===== src/rtl/pidsr_pkg.sv =====
`default_nettype none
package pidsr_pkg;

  // Port field widths
  localparam int CMD_W      = 2;
  localparam int SPEED_W    = 16;
  localparam int DUTY_W     = 15;
  localparam int GAIN_W     = 24;
  localparam int CFG_IDX_W  = 3;
  localparam int CFG_DATA_W = 24;

  // Command codes
  localparam logic [CMD_W-1:0] CMD_SAMPLE = 2'd0;
  localparam logic [CMD_W-1:0] CMD_START  = 2'd1;
  localparam logic [CMD_W-1:0] CMD_STOP   = 2'd2;

  // Register indexes
  localparam logic [CFG_IDX_W-1:0] REG_GAIN_PROP  = 3'd0;
  localparam logic [CFG_IDX_W-1:0] REG_GAIN_INTEG = 3'd1;
  localparam logic [CFG_IDX_W-1:0] REG_GAIN_DERIV = 3'd2;
  localparam logic [CFG_IDX_W-1:0] REG_TARGET     = 3'd3;
  localparam logic [CFG_IDX_W-1:0] REG_DIVISOR    = 3'd4;
  localparam logic [CFG_IDX_W-1:0] REG_DRIVE_MAX  = 3'd5;
  localparam logic [CFG_IDX_W-1:0] REG_DRIVE_MIN  = 3'd6;

  // Register reset values
  localparam logic [GAIN_W-1:0]  RST_GAIN_PROP  = 24'd65536;
  localparam logic [GAIN_W-1:0]  RST_GAIN_INTEG = 24'd6554;
  localparam logic [GAIN_W-1:0]  RST_GAIN_DERIV = 24'd0;
  localparam logic [SPEED_W-1:0] RST_TARGET     = 16'd3000;
  localparam logic [SPEED_W-1:0] RST_DIVISOR    = 16'd60;
  localparam logic [DUTY_W-1:0]  RST_DRIVE_MAX  = 15'd25600;
  localparam logic [DUTY_W-1:0]  RST_DRIVE_MIN  = 15'd0;

  // Setpoint window and start-up drive
  localparam logic [SPEED_W-1:0] MIN_SETPOINT = 16'd500;
  localparam logic [SPEED_W-1:0] MAX_SETPOINT = 16'd6000;
  localparam logic [DUTY_W-1:0]  FULL_DRIVE   = 15'd25600;

  // Datapath widths
  localparam int ERR_W      = 34;
  localparam int INTEG_W    = 48;
  localparam int SUM_W      = 63;
  localparam int DRIVE_FRAC = 24;
  localparam int ERR_FRAC   = 16;

  localparam logic signed [INTEG_W-1:0] INTEG_MAX = {1'b0, {(INTEG_W-1){1'b1}}};
  localparam logic signed [INTEG_W-1:0] INTEG_MIN = {1'b1, {(INTEG_W-1){1'b0}}};

  // Shared divider: dividend covers duty << 24, divisor covers a gain
  localparam int DIV_N_W   = 40;
  localparam int DIV_D_W   = 24;
  localparam int DIV_CNT_W = $clog2(DIV_N_W + 1);

  // Shared shift-add multiplier
  localparam int MUL_A_W   = 48;
  localparam int MUL_B_W   = 24;
  localparam int MUL_P_W   = MUL_A_W + MUL_B_W;
  localparam int MUL_CNT_W = $clog2(MUL_B_W + 1);

  localparam logic [MUL_P_W-1:0] PROD_LIMIT = {{(MUL_P_W-61){1'b0}}, 1'b1, 60'd0};

endpackage
`default_nettype wire


===== src/rtl/pid_speed_regulator_with_startup.sv =====
// Path to out_valid: stop, spare, idle and full-drive items go straight to the result; a start
//   command takes one pass of the 40-step shared divider, a regulated sample a divider pass and
//   three 24-step shift-add multiplier passes, and the sample that ends start-up a preload
//   divider pass before those. One item at a time: the next word is taken once the result is out.
// Reset (synchronous, rst_n low): registers to defaults, regulation off, start-up on,
//   integrator and last error cleared, no word pending.
`default_nettype none
module pid_speed_regulator_with_startup (
  input  wire logic                             clk,
  input  wire logic                             rst_n,
  input  wire logic                             in_valid,
  output logic                                  in_stall,
  input  wire logic [pidsr_pkg::CMD_W-1:0]      in_cmd,
  input  wire logic [pidsr_pkg::SPEED_W-1:0]    in_speed,
  input  wire logic [pidsr_pkg::DUTY_W-1:0]     in_pwm_duty,
  output logic                                  out_valid,
  input  wire logic                             out_stall,
  output logic [pidsr_pkg::DUTY_W-1:0]          out_drive,
  output logic                                  out_running,
  output logic                                  out_starting,
  input  wire logic                             cfg_valid,
  output logic                                  cfg_ready,
  input  wire logic [pidsr_pkg::CFG_IDX_W-1:0]  cfg_index,
  input  wire logic [pidsr_pkg::CFG_DATA_W-1:0] cfg_data
);

  typedef enum logic [3:0] {
    ST_IDLE, ST_PRE, ST_EDIV, ST_INTEG, ST_MUL_P, ST_MUL_I, ST_MUL_D, ST_CLAMP, ST_DONE
  } state_t;

  localparam int ERR_W   = pidsr_pkg::ERR_W;
  localparam int INTEG_W = pidsr_pkg::INTEG_W;
  localparam int SUM_W   = pidsr_pkg::SUM_W;
  localparam int SPEED_W = pidsr_pkg::SPEED_W;
  localparam int DUTY_W  = pidsr_pkg::DUTY_W;

  // Configuration registers
  logic [pidsr_pkg::GAIN_W-1:0] gp_r, gi_r, gd_r;
  logic [SPEED_W-1:0]           target_r, divisor_r;
  logic [DUTY_W-1:0]            dmax_r, dmin_r;

  // Sequencer and item state
  state_t                      state_r;
  logic [SPEED_W-1:0]          speed_r;
  logic [DUTY_W-1:0]           duty_r;
  logic                        regulate_r;
  logic                        enabled_r;
  logic                        startup_r;
  logic signed [INTEG_W-1:0]   integ_r;
  logic signed [ERR_W-1:0]     last_r;
  logic signed [ERR_W-1:0]     err_r;
  logic signed [SUM_W-1:0]     sum_r;
  logic [DUTY_W-1:0]           drive_res_r;
  logic                        div_start_r;
  logic                        mul_start_r;
  logic                        out_valid_r;
  logic [DUTY_W-1:0]           out_drive_r;
  logic                        out_running_r;
  logic                        out_starting_r;

  // Shared unit connections
  logic [pidsr_pkg::DIV_N_W-1:0] div_dividend;
  logic [pidsr_pkg::DIV_D_W-1:0] div_divisor;
  logic                          div_done;
  logic [pidsr_pkg::DIV_N_W-1:0] div_quo;
  logic [pidsr_pkg::MUL_A_W-1:0] mul_mcand;
  logic [pidsr_pkg::MUL_B_W-1:0] mul_mplier;
  logic                          mul_neg;
  logic                          mul_done;
  logic [pidsr_pkg::MUL_P_W-1:0] mul_prod;

  // Datapath signals
  logic                          in_fire;
  logic [SPEED_W:0]              sp_diff;
  logic [SPEED_W:0]              sp_diff_neg;
  logic                          err_neg;
  logic [SPEED_W-1:0]            err_mag;
  logic [ERR_W-1:0]              quo_ext;
  logic signed [ERR_W-1:0]       err_val;
  logic signed [INTEG_W-1:0]     pre_val;
  logic [INTEG_W:0]              isum;
  logic signed [INTEG_W-1:0]     isat;
  logic [ERR_W-1:0]              err_abs;
  logic [ERR_W:0]                de;
  logic [ERR_W:0]                de_abs;
  logic [pidsr_pkg::MUL_P_W-1:0] prod_sat;
  logic [SUM_W-1:0]              term_mag;
  logic signed [SUM_W-1:0]       term;
  logic signed [SUM_W-1:0]       sum_nxt;
  logic signed [SUM_W-1:0]       hi_lim;
  logic signed [SUM_W-1:0]       lo_lim;
  logic [DUTY_W-1:0]             clamp_val;

  // Handshakes
  assign in_fire   = in_valid && !in_stall;
  assign in_stall  = !rst_n || (state_r != ST_IDLE);
  assign cfg_ready = rst_n && (state_r == ST_IDLE);

  // Configuration writes; out-of-window setpoints and unknown indexes dropped
  always_ff @(posedge clk) begin
    if (!rst_n) begin
      gp_r      <= pidsr_pkg::RST_GAIN_PROP;
      gi_r      <= pidsr_pkg::RST_GAIN_INTEG;
      gd_r      <= pidsr_pkg::RST_GAIN_DERIV;
      target_r  <= pidsr_pkg::RST_TARGET;
      divisor_r <= pidsr_pkg::RST_DIVISOR;
      dmax_r    <= pidsr_pkg::RST_DRIVE_MAX;
      dmin_r    <= pidsr_pkg::RST_DRIVE_MIN;
    end else if (cfg_valid && cfg_ready) begin
      unique case (cfg_index)
        pidsr_pkg::REG_GAIN_PROP:  gp_r <= cfg_data;
        pidsr_pkg::REG_GAIN_INTEG: gi_r <= cfg_data;
        pidsr_pkg::REG_GAIN_DERIV: gd_r <= cfg_data;
        pidsr_pkg::REG_TARGET: begin
          if (cfg_data[SPEED_W-1:0] >= pidsr_pkg::MIN_SETPOINT &&
              cfg_data[SPEED_W-1:0] <= pidsr_pkg::MAX_SETPOINT) begin
            target_r <= cfg_data[SPEED_W-1:0];
          end
        end
        pidsr_pkg::REG_DIVISOR:   divisor_r <= cfg_data[SPEED_W-1:0];
        pidsr_pkg::REG_DRIVE_MAX: dmax_r    <= cfg_data[DUTY_W-1:0];
        pidsr_pkg::REG_DRIVE_MIN: dmin_r    <= cfg_data[DUTY_W-1:0];
        default: ;
      endcase
    end
  end

  // Speed error sign and magnitude
  always_comb begin
    sp_diff     = {1'b0, target_r} - {1'b0, speed_r};
    sp_diff_neg = -sp_diff;
    err_neg     = sp_diff[SPEED_W];
    err_mag     = err_neg ? sp_diff_neg[SPEED_W-1:0] : sp_diff[SPEED_W-1:0];
  end

  // Divider operands: integrator preload or scaled speed error
  always_comb begin
    if (state_r == ST_PRE) begin
      div_dividend = pidsr_pkg::DIV_N_W'({duty_r, {pidsr_pkg::DRIVE_FRAC{1'b0}}});
      div_divisor  = gi_r;
    end else begin
      div_dividend = pidsr_pkg::DIV_N_W'({err_mag, {pidsr_pkg::ERR_FRAC{1'b0}}});
      div_divisor  = (divisor_r == '0) ? pidsr_pkg::DIV_D_W'(1)
                                       : pidsr_pkg::DIV_D_W'(divisor_r);
    end
  end

  // Divider results: signed error, preload value with zero-gain case
  always_comb begin
    quo_ext = ERR_W'(div_quo[2*SPEED_W-1:0]);
    err_val = err_neg ? -$signed(quo_ext) : $signed(quo_ext);
    if (gi_r == '0) begin
      pre_val = (duty_r != '0) ? pidsr_pkg::INTEG_MAX : '0;
    end else begin
      pre_val = $signed(INTEG_W'(div_quo));
    end
  end

  // Integrator add with saturation
  always_comb begin
    isum = {integ_r[INTEG_W-1], integ_r}
         + {{(INTEG_W+1-ERR_W){err_r[ERR_W-1]}}, err_r};
    if (isum[INTEG_W] != isum[INTEG_W-1]) begin
      isat = isum[INTEG_W] ? pidsr_pkg::INTEG_MIN : pidsr_pkg::INTEG_MAX;
    end else begin
      isat = $signed(isum[INTEG_W-1:0]);
    end
  end

  // Multiplier operands by term: magnitude, gain, sign
  always_comb begin
    err_abs = err_r[ERR_W-1] ? ERR_W'(-err_r) : ERR_W'(err_r);
    de      = {err_r[ERR_W-1], err_r} - {last_r[ERR_W-1], last_r};
    de_abs  = de[ERR_W] ? -de : de;
    case (state_r)
      ST_MUL_I: begin
        mul_mcand  = integ_r[INTEG_W-1] ? pidsr_pkg::MUL_A_W'(-integ_r)
                                        : pidsr_pkg::MUL_A_W'(integ_r);
        mul_mplier = gi_r;
        mul_neg    = integ_r[INTEG_W-1];
      end
      ST_MUL_D: begin
        mul_mcand  = pidsr_pkg::MUL_A_W'(de_abs);
        mul_mplier = gd_r;
        mul_neg    = de[ERR_W];
      end
      default: begin
        mul_mcand  = pidsr_pkg::MUL_A_W'(err_abs);
        mul_mplier = gp_r;
        mul_neg    = err_r[ERR_W-1];
      end
    endcase
  end

  // Limit the product, restore its sign, accumulate
  always_comb begin
    prod_sat = (mul_prod > pidsr_pkg::PROD_LIMIT) ? pidsr_pkg::PROD_LIMIT : mul_prod;
    term_mag = prod_sat[SUM_W-1:0];
    term     = mul_neg ? -$signed(term_mag) : $signed(term_mag);
    sum_nxt  = sum_r + term;
  end

  // Output clamp: upper test first
  always_comb begin
    hi_lim = $signed({{(SUM_W-DUTY_W-pidsr_pkg::DRIVE_FRAC){1'b0}}, dmax_r,
                      {pidsr_pkg::DRIVE_FRAC{1'b0}}});
    lo_lim = $signed({{(SUM_W-DUTY_W-pidsr_pkg::DRIVE_FRAC){1'b0}}, dmin_r,
                      {pidsr_pkg::DRIVE_FRAC{1'b0}}});
    if (sum_r > hi_lim) begin
      clamp_val = dmax_r;
    end else if (sum_r < lo_lim) begin
      clamp_val = dmin_r;
    end else begin
      clamp_val = sum_r[pidsr_pkg::DRIVE_FRAC +: DUTY_W];
    end
  end

  // Sequencer, regulator state and output word
  always_ff @(posedge clk) begin
    if (!rst_n) begin
      state_r     <= ST_IDLE;
      enabled_r   <= 1'b0;
      startup_r   <= 1'b1;
      integ_r     <= '0;
      last_r      <= '0;
      regulate_r  <= 1'b0;
      div_start_r <= 1'b0;
      mul_start_r <= 1'b0;
      out_valid_r <= 1'b0;
    end else begin
      div_start_r <= 1'b0;
      mul_start_r <= 1'b0;
      if (out_valid_r && !out_stall) begin
        out_valid_r <= 1'b0;
      end
      unique case (state_r)
        ST_IDLE: begin
          if (in_fire) begin
            speed_r <= in_speed;
            duty_r  <= in_pwm_duty;
            case (in_cmd)
              pidsr_pkg::CMD_START: begin
                regulate_r  <= 1'b0;
                div_start_r <= 1'b1;
                state_r     <= ST_PRE;
              end
              pidsr_pkg::CMD_STOP: begin
                enabled_r   <= 1'b0;
                drive_res_r <= '0;
                state_r     <= ST_DONE;
              end
              pidsr_pkg::CMD_SAMPLE: begin
                if (!enabled_r) begin
                  drive_res_r <= '0;
                  state_r     <= ST_DONE;
                end else if (startup_r && (in_speed < target_r)) begin
                  drive_res_r <= pidsr_pkg::FULL_DRIVE;
                  state_r     <= ST_DONE;
                end else if (startup_r) begin
                  startup_r   <= 1'b0;
                  regulate_r  <= 1'b1;
                  div_start_r <= 1'b1;
                  state_r     <= ST_PRE;
                end else begin
                  div_start_r <= 1'b1;
                  state_r     <= ST_EDIV;
                end
              end
              default: begin
                drive_res_r <= '0;
                state_r     <= ST_DONE;
              end
            endcase
          end
        end
        ST_PRE: begin
          if (div_done) begin
            integ_r <= pre_val;
            if (regulate_r) begin
              div_start_r <= 1'b1;
              state_r     <= ST_EDIV;
            end else begin
              enabled_r   <= 1'b1;
              drive_res_r <= '0;
              state_r     <= ST_DONE;
            end
          end
        end
        ST_EDIV: begin
          if (div_done) begin
            err_r   <= err_val;
            state_r <= ST_INTEG;
          end
        end
        ST_INTEG: begin
          integ_r     <= isat;
          sum_r       <= '0;
          mul_start_r <= 1'b1;
          state_r     <= ST_MUL_P;
        end
        ST_MUL_P: begin
          if (mul_done) begin
            sum_r       <= sum_nxt;
            mul_start_r <= 1'b1;
            state_r     <= ST_MUL_I;
          end
        end
        ST_MUL_I: begin
          if (mul_done) begin
            sum_r       <= sum_nxt;
            mul_start_r <= 1'b1;
            state_r     <= ST_MUL_D;
          end
        end
        ST_MUL_D: begin
          if (mul_done) begin
            sum_r   <= sum_nxt;
            state_r <= ST_CLAMP;
          end
        end
        ST_CLAMP: begin
          last_r      <= err_r;
          drive_res_r <= clamp_val;
          state_r     <= ST_DONE;
        end
        ST_DONE: begin
          if (!out_valid_r || !out_stall) begin
            out_valid_r    <= 1'b1;
            out_drive_r    <= drive_res_r;
            out_running_r  <= enabled_r;
            out_starting_r <= startup_r;
            state_r        <= ST_IDLE;
          end
        end
        default: state_r <= ST_IDLE;
      endcase
    end
  end

  pidsr_div u_div (
    .clk      (clk),
    .rst_n    (rst_n),
    .start    (div_start_r),
    .dividend (div_dividend),
    .divisor  (div_divisor),
    .done     (div_done),
    .quotient (div_quo)
  );

  pidsr_mul u_mul (
    .clk     (clk),
    .rst_n   (rst_n),
    .start   (mul_start_r),
    .mcand   (mul_mcand),
    .mplier  (mul_mplier),
    .done    (mul_done),
    .product (mul_prod)
  );

  assign out_valid    = out_valid_r;
  assign out_drive    = out_drive_r;
  assign out_running  = out_running_r;
  assign out_starting = out_starting_r;

endmodule
`default_nettype wire


===== src/rtl/pidsr_div.sv =====
`default_nettype none
module pidsr_div (
  input  wire logic                          clk,
  input  wire logic                          rst_n,
  input  wire logic                          start,
  input  wire logic [pidsr_pkg::DIV_N_W-1:0] dividend,
  input  wire logic [pidsr_pkg::DIV_D_W-1:0] divisor,
  output logic                               done,
  output logic [pidsr_pkg::DIV_N_W-1:0]      quotient
);

  logic                              busy_r;
  logic                              done_r;
  logic [pidsr_pkg::DIV_CNT_W-1:0]   cnt_r;
  logic [pidsr_pkg::DIV_D_W-1:0]     rem_r;
  logic [pidsr_pkg::DIV_N_W-1:0]     quo_r;
  logic [pidsr_pkg::DIV_D_W-1:0]     dvsr_r;
  logic [pidsr_pkg::DIV_D_W:0]       trial;
  logic [pidsr_pkg::DIV_D_W:0]       trial_sub;
  logic                              fits;

  // Restoring step: bring in the next dividend bit, subtract if it fits
  always_comb begin
    trial     = {rem_r, quo_r[pidsr_pkg::DIV_N_W-1]};
    fits      = trial >= {1'b0, dvsr_r};
    trial_sub = trial - {1'b0, dvsr_r};
  end

  // One quotient bit per cycle, dividend shifts out as quotient shifts in
  always_ff @(posedge clk) begin
    if (!rst_n) begin
      busy_r <= 1'b0;
      done_r <= 1'b0;
      cnt_r  <= '0;
    end else begin
      done_r <= 1'b0;
      if (start) begin
        busy_r <= 1'b1;
        cnt_r  <= '0;
        rem_r  <= '0;
        quo_r  <= dividend;
        dvsr_r <= divisor;
      end else if (busy_r) begin
        rem_r <= fits ? trial_sub[pidsr_pkg::DIV_D_W-1:0] : trial[pidsr_pkg::DIV_D_W-1:0];
        quo_r <= {quo_r[pidsr_pkg::DIV_N_W-2:0], fits};
        cnt_r <= cnt_r + 1'b1;
        if (cnt_r == pidsr_pkg::DIV_CNT_W'(pidsr_pkg::DIV_N_W - 1)) begin
          busy_r <= 1'b0;
          done_r <= 1'b1;
        end
      end
    end
  end

  assign done     = done_r;
  assign quotient = quo_r;

endmodule
`default_nettype wire


===== src/rtl/pidsr_mul.sv =====
`default_nettype none
module pidsr_mul (
  input  wire logic                          clk,
  input  wire logic                          rst_n,
  input  wire logic                          start,
  input  wire logic [pidsr_pkg::MUL_A_W-1:0] mcand,
  input  wire logic [pidsr_pkg::MUL_B_W-1:0] mplier,
  output logic                               done,
  output logic [pidsr_pkg::MUL_P_W-1:0]      product
);

  logic                            busy_r;
  logic                            done_r;
  logic [pidsr_pkg::MUL_CNT_W-1:0] cnt_r;
  logic [pidsr_pkg::MUL_A_W-1:0]   mcand_r;
  logic [pidsr_pkg::MUL_P_W-1:0]   acc_r;
  logic [pidsr_pkg::MUL_A_W:0]     hi_sum;
  logic [pidsr_pkg::MUL_P_W-1:0]   acc_nxt;

  // Add the multiplicand into the upper half when the low bit is set, shift right
  always_comb begin
    hi_sum  = {1'b0, acc_r[pidsr_pkg::MUL_P_W-1:pidsr_pkg::MUL_B_W]}
            + (acc_r[0] ? {1'b0, mcand_r} : {(pidsr_pkg::MUL_A_W+1){1'b0}});
    acc_nxt = {hi_sum, acc_r[pidsr_pkg::MUL_B_W-1:1]};
  end

  // One multiplier bit per cycle
  always_ff @(posedge clk) begin
    if (!rst_n) begin
      busy_r <= 1'b0;
      done_r <= 1'b0;
      cnt_r  <= '0;
    end else begin
      done_r <= 1'b0;
      if (start) begin
        busy_r  <= 1'b1;
        cnt_r   <= '0;
        mcand_r <= mcand;
        acc_r   <= {{pidsr_pkg::MUL_A_W{1'b0}}, mplier};
      end else if (busy_r) begin
        acc_r <= acc_nxt;
        cnt_r <= cnt_r + 1'b1;
        if (cnt_r == pidsr_pkg::MUL_CNT_W'(pidsr_pkg::MUL_B_W - 1)) begin
          busy_r <= 1'b0;
          done_r <= 1'b1;
        end
      end
    end
  end

  assign done    = done_r;
  assign product = acc_r;

endmodule
`default_nettype wire


===== config.mk =====
export PLATFORM = sky130hd
export DESIGN_NAME = pid_speed_regulator_with_startup
export DESIGN_NICKNAME = d
export VERILOG_FILES = /design/src/rtl/pidsr_pkg.sv /design/src/rtl/pid_speed_regulator_with_startup.sv /design/src/rtl/pidsr_div.sv /design/src/rtl/pidsr_mul.sv
export SDC_FILE = /design/constraint.sdc
export NUM_CORES = 2
export LEC_CHECK = 0
export BUFFER_PORTS_ARGS = -buffer_cell sky130_fd_sc_hd__buf_2
export CORE_ASPECT_RATIO = 1.1
export CORE_MARGIN = 1.5
export CORE_UTILIZATION = 41
export DETAILED_ROUTE_END_ITERATION = 16
export HOLD_SLACK_MARGIN = 0.03
export MAX_ROUTING_LAYER = met4
export PLACE_DENSITY = 0.59
export SETUP_SLACK_MARGIN = 0.1
export SYNTH_ARGS = -nofsm -noshare
export SYNTH_HDL_FRONTEND = slang
export SYNTH_SLANG_ARGS = --single-unit

===== constraint.sdc =====
create_clock -name clk -period 21.3 [get_ports clk]
set_clock_uncertainty 0.2 [all_clocks]
set_input_delay 2.13 -clock clk [delete_from_list [all_inputs] [get_ports clk]]
set_output_delay 2.13 -clock clk [all_outputs]
set_load 0.02 [all_outputs]

[Yosys cells after proc, flatten, opt, wreduce, memory -nomap -nowiden]
Cells that the tools add are included.
Word-level totals
  bits in registers: 609
  bits in latches: 0
  bits in writable memories: 0
  ROM bits: 0
  word-level logic and storage cells: 228
  memories: 0
Operators by class
  add/subtract/negate cells: 14
  multiply operators: 0
  div/mod/pow operators: 0
  $lt $le $gt $ge: 7
  equality and inequality tests: 34
  shift operators: 0
  multiplexer cells: 79
  bitwise gates (word level): 4
  reduce and logical (&&, ||, !) cells: 53
Operators with widths (number)
  $mux W48: 5
  $pmux W48 S2: 2
  $mux W63: 3
  $pmux W63 S2: 1
  $mux W15: 7
  $mux W24: 4
  $mux W47: 2
  $mux W40: 2
  $gt A72 B61 Y1 const B: 1
  $mux W72: 1
  $add A63 B63 Y63: 1
  $gt A63 B40 Y1: 1
  $lt A63 B40 Y1: 1
  $neg A63 Y63: 1
  $add A48 B34 Y49: 1
  $add A48 B48 Y49: 1
  $neg A48 Y48: 1
  $pmux W24 S2: 1
  $pmux W15 S3: 1
  $mux W4: 10
  $mux W39: 1
  $pmux W4 S9: 1
  $mux W35: 1
  $neg A35 Y35: 1
  other kinds (55): 140

[Depth between registers and ports, before layout]
  word-level depth: 7
  gate-level depth with buffers: 31
  gate-level depth less buffers: 27

[Cells and area by module]
Synthesis repeated with hierarchy kept, for this count alone.
Unflattened totals
  cell total of the unflattened synthesis: 5035
  area total of the unflattened synthesis: 43447.9 µm²
By module, submodules not included
  pid_speed_regulator_with_startup: times used 1, cells an instance 3934, area each 30770.8 µm², seq. area each 9328.9 µm²
  pidsr_mul: times used 1, cells an instance 676, area each 7487.2 µm², seq. area each 3743.6 µm²
  pidsr_div: times used 1, cells an instance 425, area each 5190.0 µm², seq. area each 2802.7 µm²

[Worst setup path before layout]
Ideal clock, no wire load.
  path type: reg-to-reg
  start point: register u_mul.acc_r, in the netlist u_mul.product[6]
  end point: register sum_r[60], data pin
  arrival: 6.751 ns
  setup slack: 14.079 ns
  stages on the path, launching flop included: 31
  path buffers: 4
  period minus slack after synthesis: 7.221 ns
  path through: edfxtp_1 nor4_1 or3b_2 clkbuf_1 nor4b_1 and3_1 a21o_1 clkbuf_1 and2_1 inv_1 ha_1 nand4_1 nor4_1 o21ai_1 and2_1 buf_2 nor2_2 buf_2 nor3b_1 ha_1 o211ai_1 a21oi_1 o211ai_1 a211o_1 a211oi_1 o211ai_1 a21oi_1 o2111ai_1 a2111oi_0 o21a_1 nor3_1
On the way
  cells in the longest elaborated chain, start to end: 7
Ends and longest elaborated chain
  from (decl): line pidsr_mul.sv:16  | logic [pidsr_pkg::MUL_P_W-1:0] acc_r;
  from (signal assigned): line pidsr_mul.sv:39  | acc_r <= {{pidsr_pkg::MUL_A_W{1'b0}}, mplier};
  from (signal assigned): line pidsr_mul.sv:41  | acc_r <= acc_nxt;
  $gt A72 B61 Y1: line pid_speed_regulator_with_startup.sv:197  | prod_sat = (mul_prod > pidsr_pkg::PROD_LIMIT) ? pidsr_pkg::PROD_LIMIT : mul_prod;
  $mux W63 (*): line pid_speed_regulator_with_startup.sv:197
  $neg A63 Y63: line pid_speed_regulator_with_startup.sv:199  | term = mul_neg ? -$signed(term_mag) : $signed(term_mag);
  $mux W63 (*): line pid_speed_regulator_with_startup.sv:199
  $add A63 B63 Y63 (*): line pid_speed_regulator_with_startup.sv:200  | sum_nxt = sum_r + term;
  $mux W63 (*): line pid_speed_regulator_with_startup.sv:302, pid_speed_regulator_with_startup.sv:309, pid_speed_regulator_with_startup.sv:316
  $pmux W63 S2 (*): line pid_speed_regulator_with_startup.sv:236  | unique case (state_r)
  to (signal assigned): line pid_speed_regulator_with_startup.sv:303  | sum_r <= sum_nxt;
  to (signal assigned): line pid_speed_regulator_with_startup.sv:310  | sum_r <= sum_nxt;
  to (signal assigned): line pid_speed_regulator_with_startup.sv:317  | sum_r <= sum_nxt;
  to (decl): line pid_speed_regulator_with_startup.sv:52  | logic signed [SUM_W-1:0] sum_r;
Mark *: on every way between the ends. The rest lies on a longest branch, timed or not. The select of a mux whose other input is x is not followed.
A chain may end at the register's enable or synchronous reset.

[Worst setup path after layout]
Ends and elaborated chain as after synthesis.

==> flow_summary.json <==
{
  "status": "completed",
  "power_density_nw_per_um2": 58.65,
  "grtUsageTotal_pct": 23.95,
  "setup_viol": 0,
  "maxCapViolCount": 0,
  "sw_frac_of_total_pct": 25.01,
  "synth_top_area_cell": "edfxtp_1",
  "synth-edff-count": 368,
  "tritoncts": "built",
  "htree_levels": 3,
  "ios": 85,
  "stdcell_count": 6449,
  "p_int_mw": 2.071,
  "wirelength_um": 126700,
  "layout-drive-gt1-share_pct": 6.538,
  "diodes": 0,
  "insertion_delay_ns": 0.67,
  "cts_buffer_depth": 3,
  "drc": 0,
  "cts_root_buffer": "clkbuf_16",
  "path_class": "reg -> reg",
  "gp_congestion": 0.9442,
  "initial_core_util_pct": 41.34,
  "nNetsFinal": 5363,
  "coreArea_um2": 104000,
  "worstPathArrival_ns": 8.99,
  "dp_cells": 6312,
  "wl_per_cell_um": 19.65,
  "syn-cell-area_um2": 42980,
  "dp_slack_ns": 12.53,
  "portBuffers": 84,
  "num_vias": 36770,
  "dpl-instance-area_um2": 44660,
  "syn_nets": 5410,
  "rsz0062_at_grt": "no",
  "fillers": 10240,
  "grt_antenna_before_repair": 2,
  "critPathLaunchType": "register",
  "fin_ws_ns": 12.46,
  "maxSlewHeadroom_pct": 13.46,
  "fin_crit_ns": 8.836,
  "drt_iter0_drc": 2832,
  "clk_pin_slew_ns": 0.06,
  "die_x_um": 311.7,
  "overflow": 0,
  "p_sw_mw": 0.6909,
  "yosysMostFrequentCell": "nand2_1",
  "slew_violations": 0,
  "syn_inst": 5049,
  "numCtsBuffers": 74,
  "antenna_left": 0,
  "async_reset_ff_share_pct": 0,
  "dr.pass1.iters": 5,
  "grt_max_degree": 87,
  "dp_hpwl_um": 95380,
  "p_clk_share_pct": 46.0,
  "worst_pin_slew_ns": 1.295,
  "peakVddDrop_mv": 0.06247,
  "synth-seq-area-share_pct": 36.94,
  "synth.distinct_cells": 85,
  "path_max_fanout": 19,
  "cts_hold_buffers": 0,
  "viasPerCell": 5.702,
  "total_leakage_power_nw": 18.20,
  "avgSynthCellArea_um2": 8.512,
  "cts_setup_buffers": 0,
  "holdCritPathClass": "reg -> reg",
  "fmax_mhz": 113.2,
  "netlist_top_cells_count": "nand2_1, a21oi_1, nor2_1",
  "power_frac_seq_pct": 47.0,
  "ys_warn_count": 0,
  "p_comb_share_pct": 7.1,
  "fp.dieH_um": 342.6,
  "hold_violations": 0,
  "cp_data_required_time_ns": 21.46,
  "cts.sinks": 609,
  "synth_top_cell_area_share_pct": 25.71,
  "first_global_vias": 34990,
  "area_growth_pct": 9.584,
  "grt_first_pass_wirelength_um": 197800,
  "die_area_um2": 106800,
  "setup_tns_ns": 0,
  "rows": 124,
  "end_kind": "register",
  "period_share_pct": 41.48,
  "post_cts_resized": 0,
  "yosys-top-cells-area": "edfxtp_1, dfxtp_1, ha_1, nand2_1, a21oi_1",
  "ys_ff_latch": 609,
  "final_area_um2": 47100,
  "ys.flop_type": "edfxtp_1"
}
## path summary, 6_finish.rpt
path	slack, ns	end	cells past startpoint	start
max	12.46	sum_r[60]	27	u_mul.product[6]
min	0.22	out_drive[6]	0	drive_res_r[6]
max reg2reg	12.46	sum_r[60]	27	u_mul.product[6]
min reg2reg	0.22	out_drive[6]	0	drive_res_r[6]
## registers in the layout (all words and copies together), names as in the netlist, 15 cells and up
register / cells
gp_r: 24
dmin_r: 15
u_div.quotient: 40
sum_r: 63
target_r: 16
err_r: 34
gi_r: 24
dmax_r: 15
u_div.rem_r: 24
out_drive: 15
drive_res_r: 15
u_mul.product: 72
divisor_r: 16
u_mul.mcand_r: 48
integ_r: 48
gd_r: 24
speed_r: 16
last_r: 34
duty_r: 15
u_div.dvsr_r: 24
## layer usage
layer / vias to the layer above / wire length (µm) / track usage, %
li1: 18220 / - / -
met1: 17400 / 57180 / 30.69
met2: 934 / 57360 / 37.76
met3: 219 / 6997 / 3.742
met4: 0 / 5154 / 9.790
met5: - / 0 / -
## final cells by class
cell class | count | area, µm² | share of cell area, %
multi-input cells | 3964 | 25440 | 54.01
flip-flops and latches | 609 | 15880 | 33.72
clock buffers | 103 | 2046 | 4.344
well taps | 1386 | 1734 | 3.682
inverters | 223 | 842.1 | 1.788
repair buffers | 130 | 765.7 | 1.626
clock inverters | 34 | 391.6 | 0.8315
## power by group through the flow
stage / Combinational [mW] / Sequential, mW / Clock (mW)
final: 0.195 / 1.30 / 1.27
after CTS: 0.195 / 1.30 / 1.30
after global placement: 0.192 / 1.32 / 0
after floorplan: 0.131 / 1.31 / 0
after detailed placement: 0.194 / 1.32 / 0
after global routing: 0.215 / 1.30 / 1.35
## per-stage QoR
stage          utilization [%]  hold WS [ns]  power [mW]
5_1_grt                  45.31        0.2205       2.860
3_5_place_dp             42.96        0.2045       1.516
2_1_floorplan                -        0.2003       1.446
6_report                 45.31        0.2150       2.762
4_1_cts                  45.30        0.2155       2.795
3_3_place_gp             42.96        0.2026       1.514
## worst max-delay path: stages (launching register included)
cell and delay, ns:
edfxtp_1 0.47, nor4_1 0.46, or3b_2 0.57, nor4b_1 0.79, and3_1 0.38, a21o_1 0.31, and2_1 0.19, inv_1 0.05
ha_1 0.24, nand4_1 0.22, nor4_1 0.09, o21ai_1 0.36, and2_1 0.39, nor2_2 0.05, buf_4 0.20, nor3b_1 0.27
ha_1 0.25, o211ai_1 0.12, a21oi_1 0.19, o211ai_1 0.19, a211o_1 0.35, a211oi_1 0.43, o211ai_1 0.18, a21oi_1 0.35
o2111ai_1 0.28, a2111oi_0 0.69, o21a_1 0.18, nor3_1 0.05
## kinds of logic (layout without fill, tap and decap cells)
kind of cell / after synthesis / count (layout) / share of synthesized area [%]
flops: 609 / 609 / 36.94
xor+xnor: 374 / 374 / 7.622
mux: 77 / 77 / 1.831
compound gates: 1448 / 1448 / 21.45
fa+ha+maj: 296 / 296 / 8.722
buf+inv: 476 / 490 / 4.181
simple gates: 1769 / 1769 / 19.26
## cells in the final DEF (no fill, tap or decap), drive strengths merged, types with 43 or more instances in the layout
master and count:
a21o 168, a21oi 459, a22oi 88, a31oi 66, and2 80, and3 43
buf 130, clkbuf 103, dfxtp 241, edfxtp 368, ha 290, inv 227
mux2i 64, nand2 647, nand2b 53, nand3 93, nand4 55, nor2 452
nor2b 56, nor3 90, nor4 63, o21a 45, o21ai 268, o21bai 47
o31ai 54, xnor2 208, xor2 166
Power figures use the tool's default switching activity.
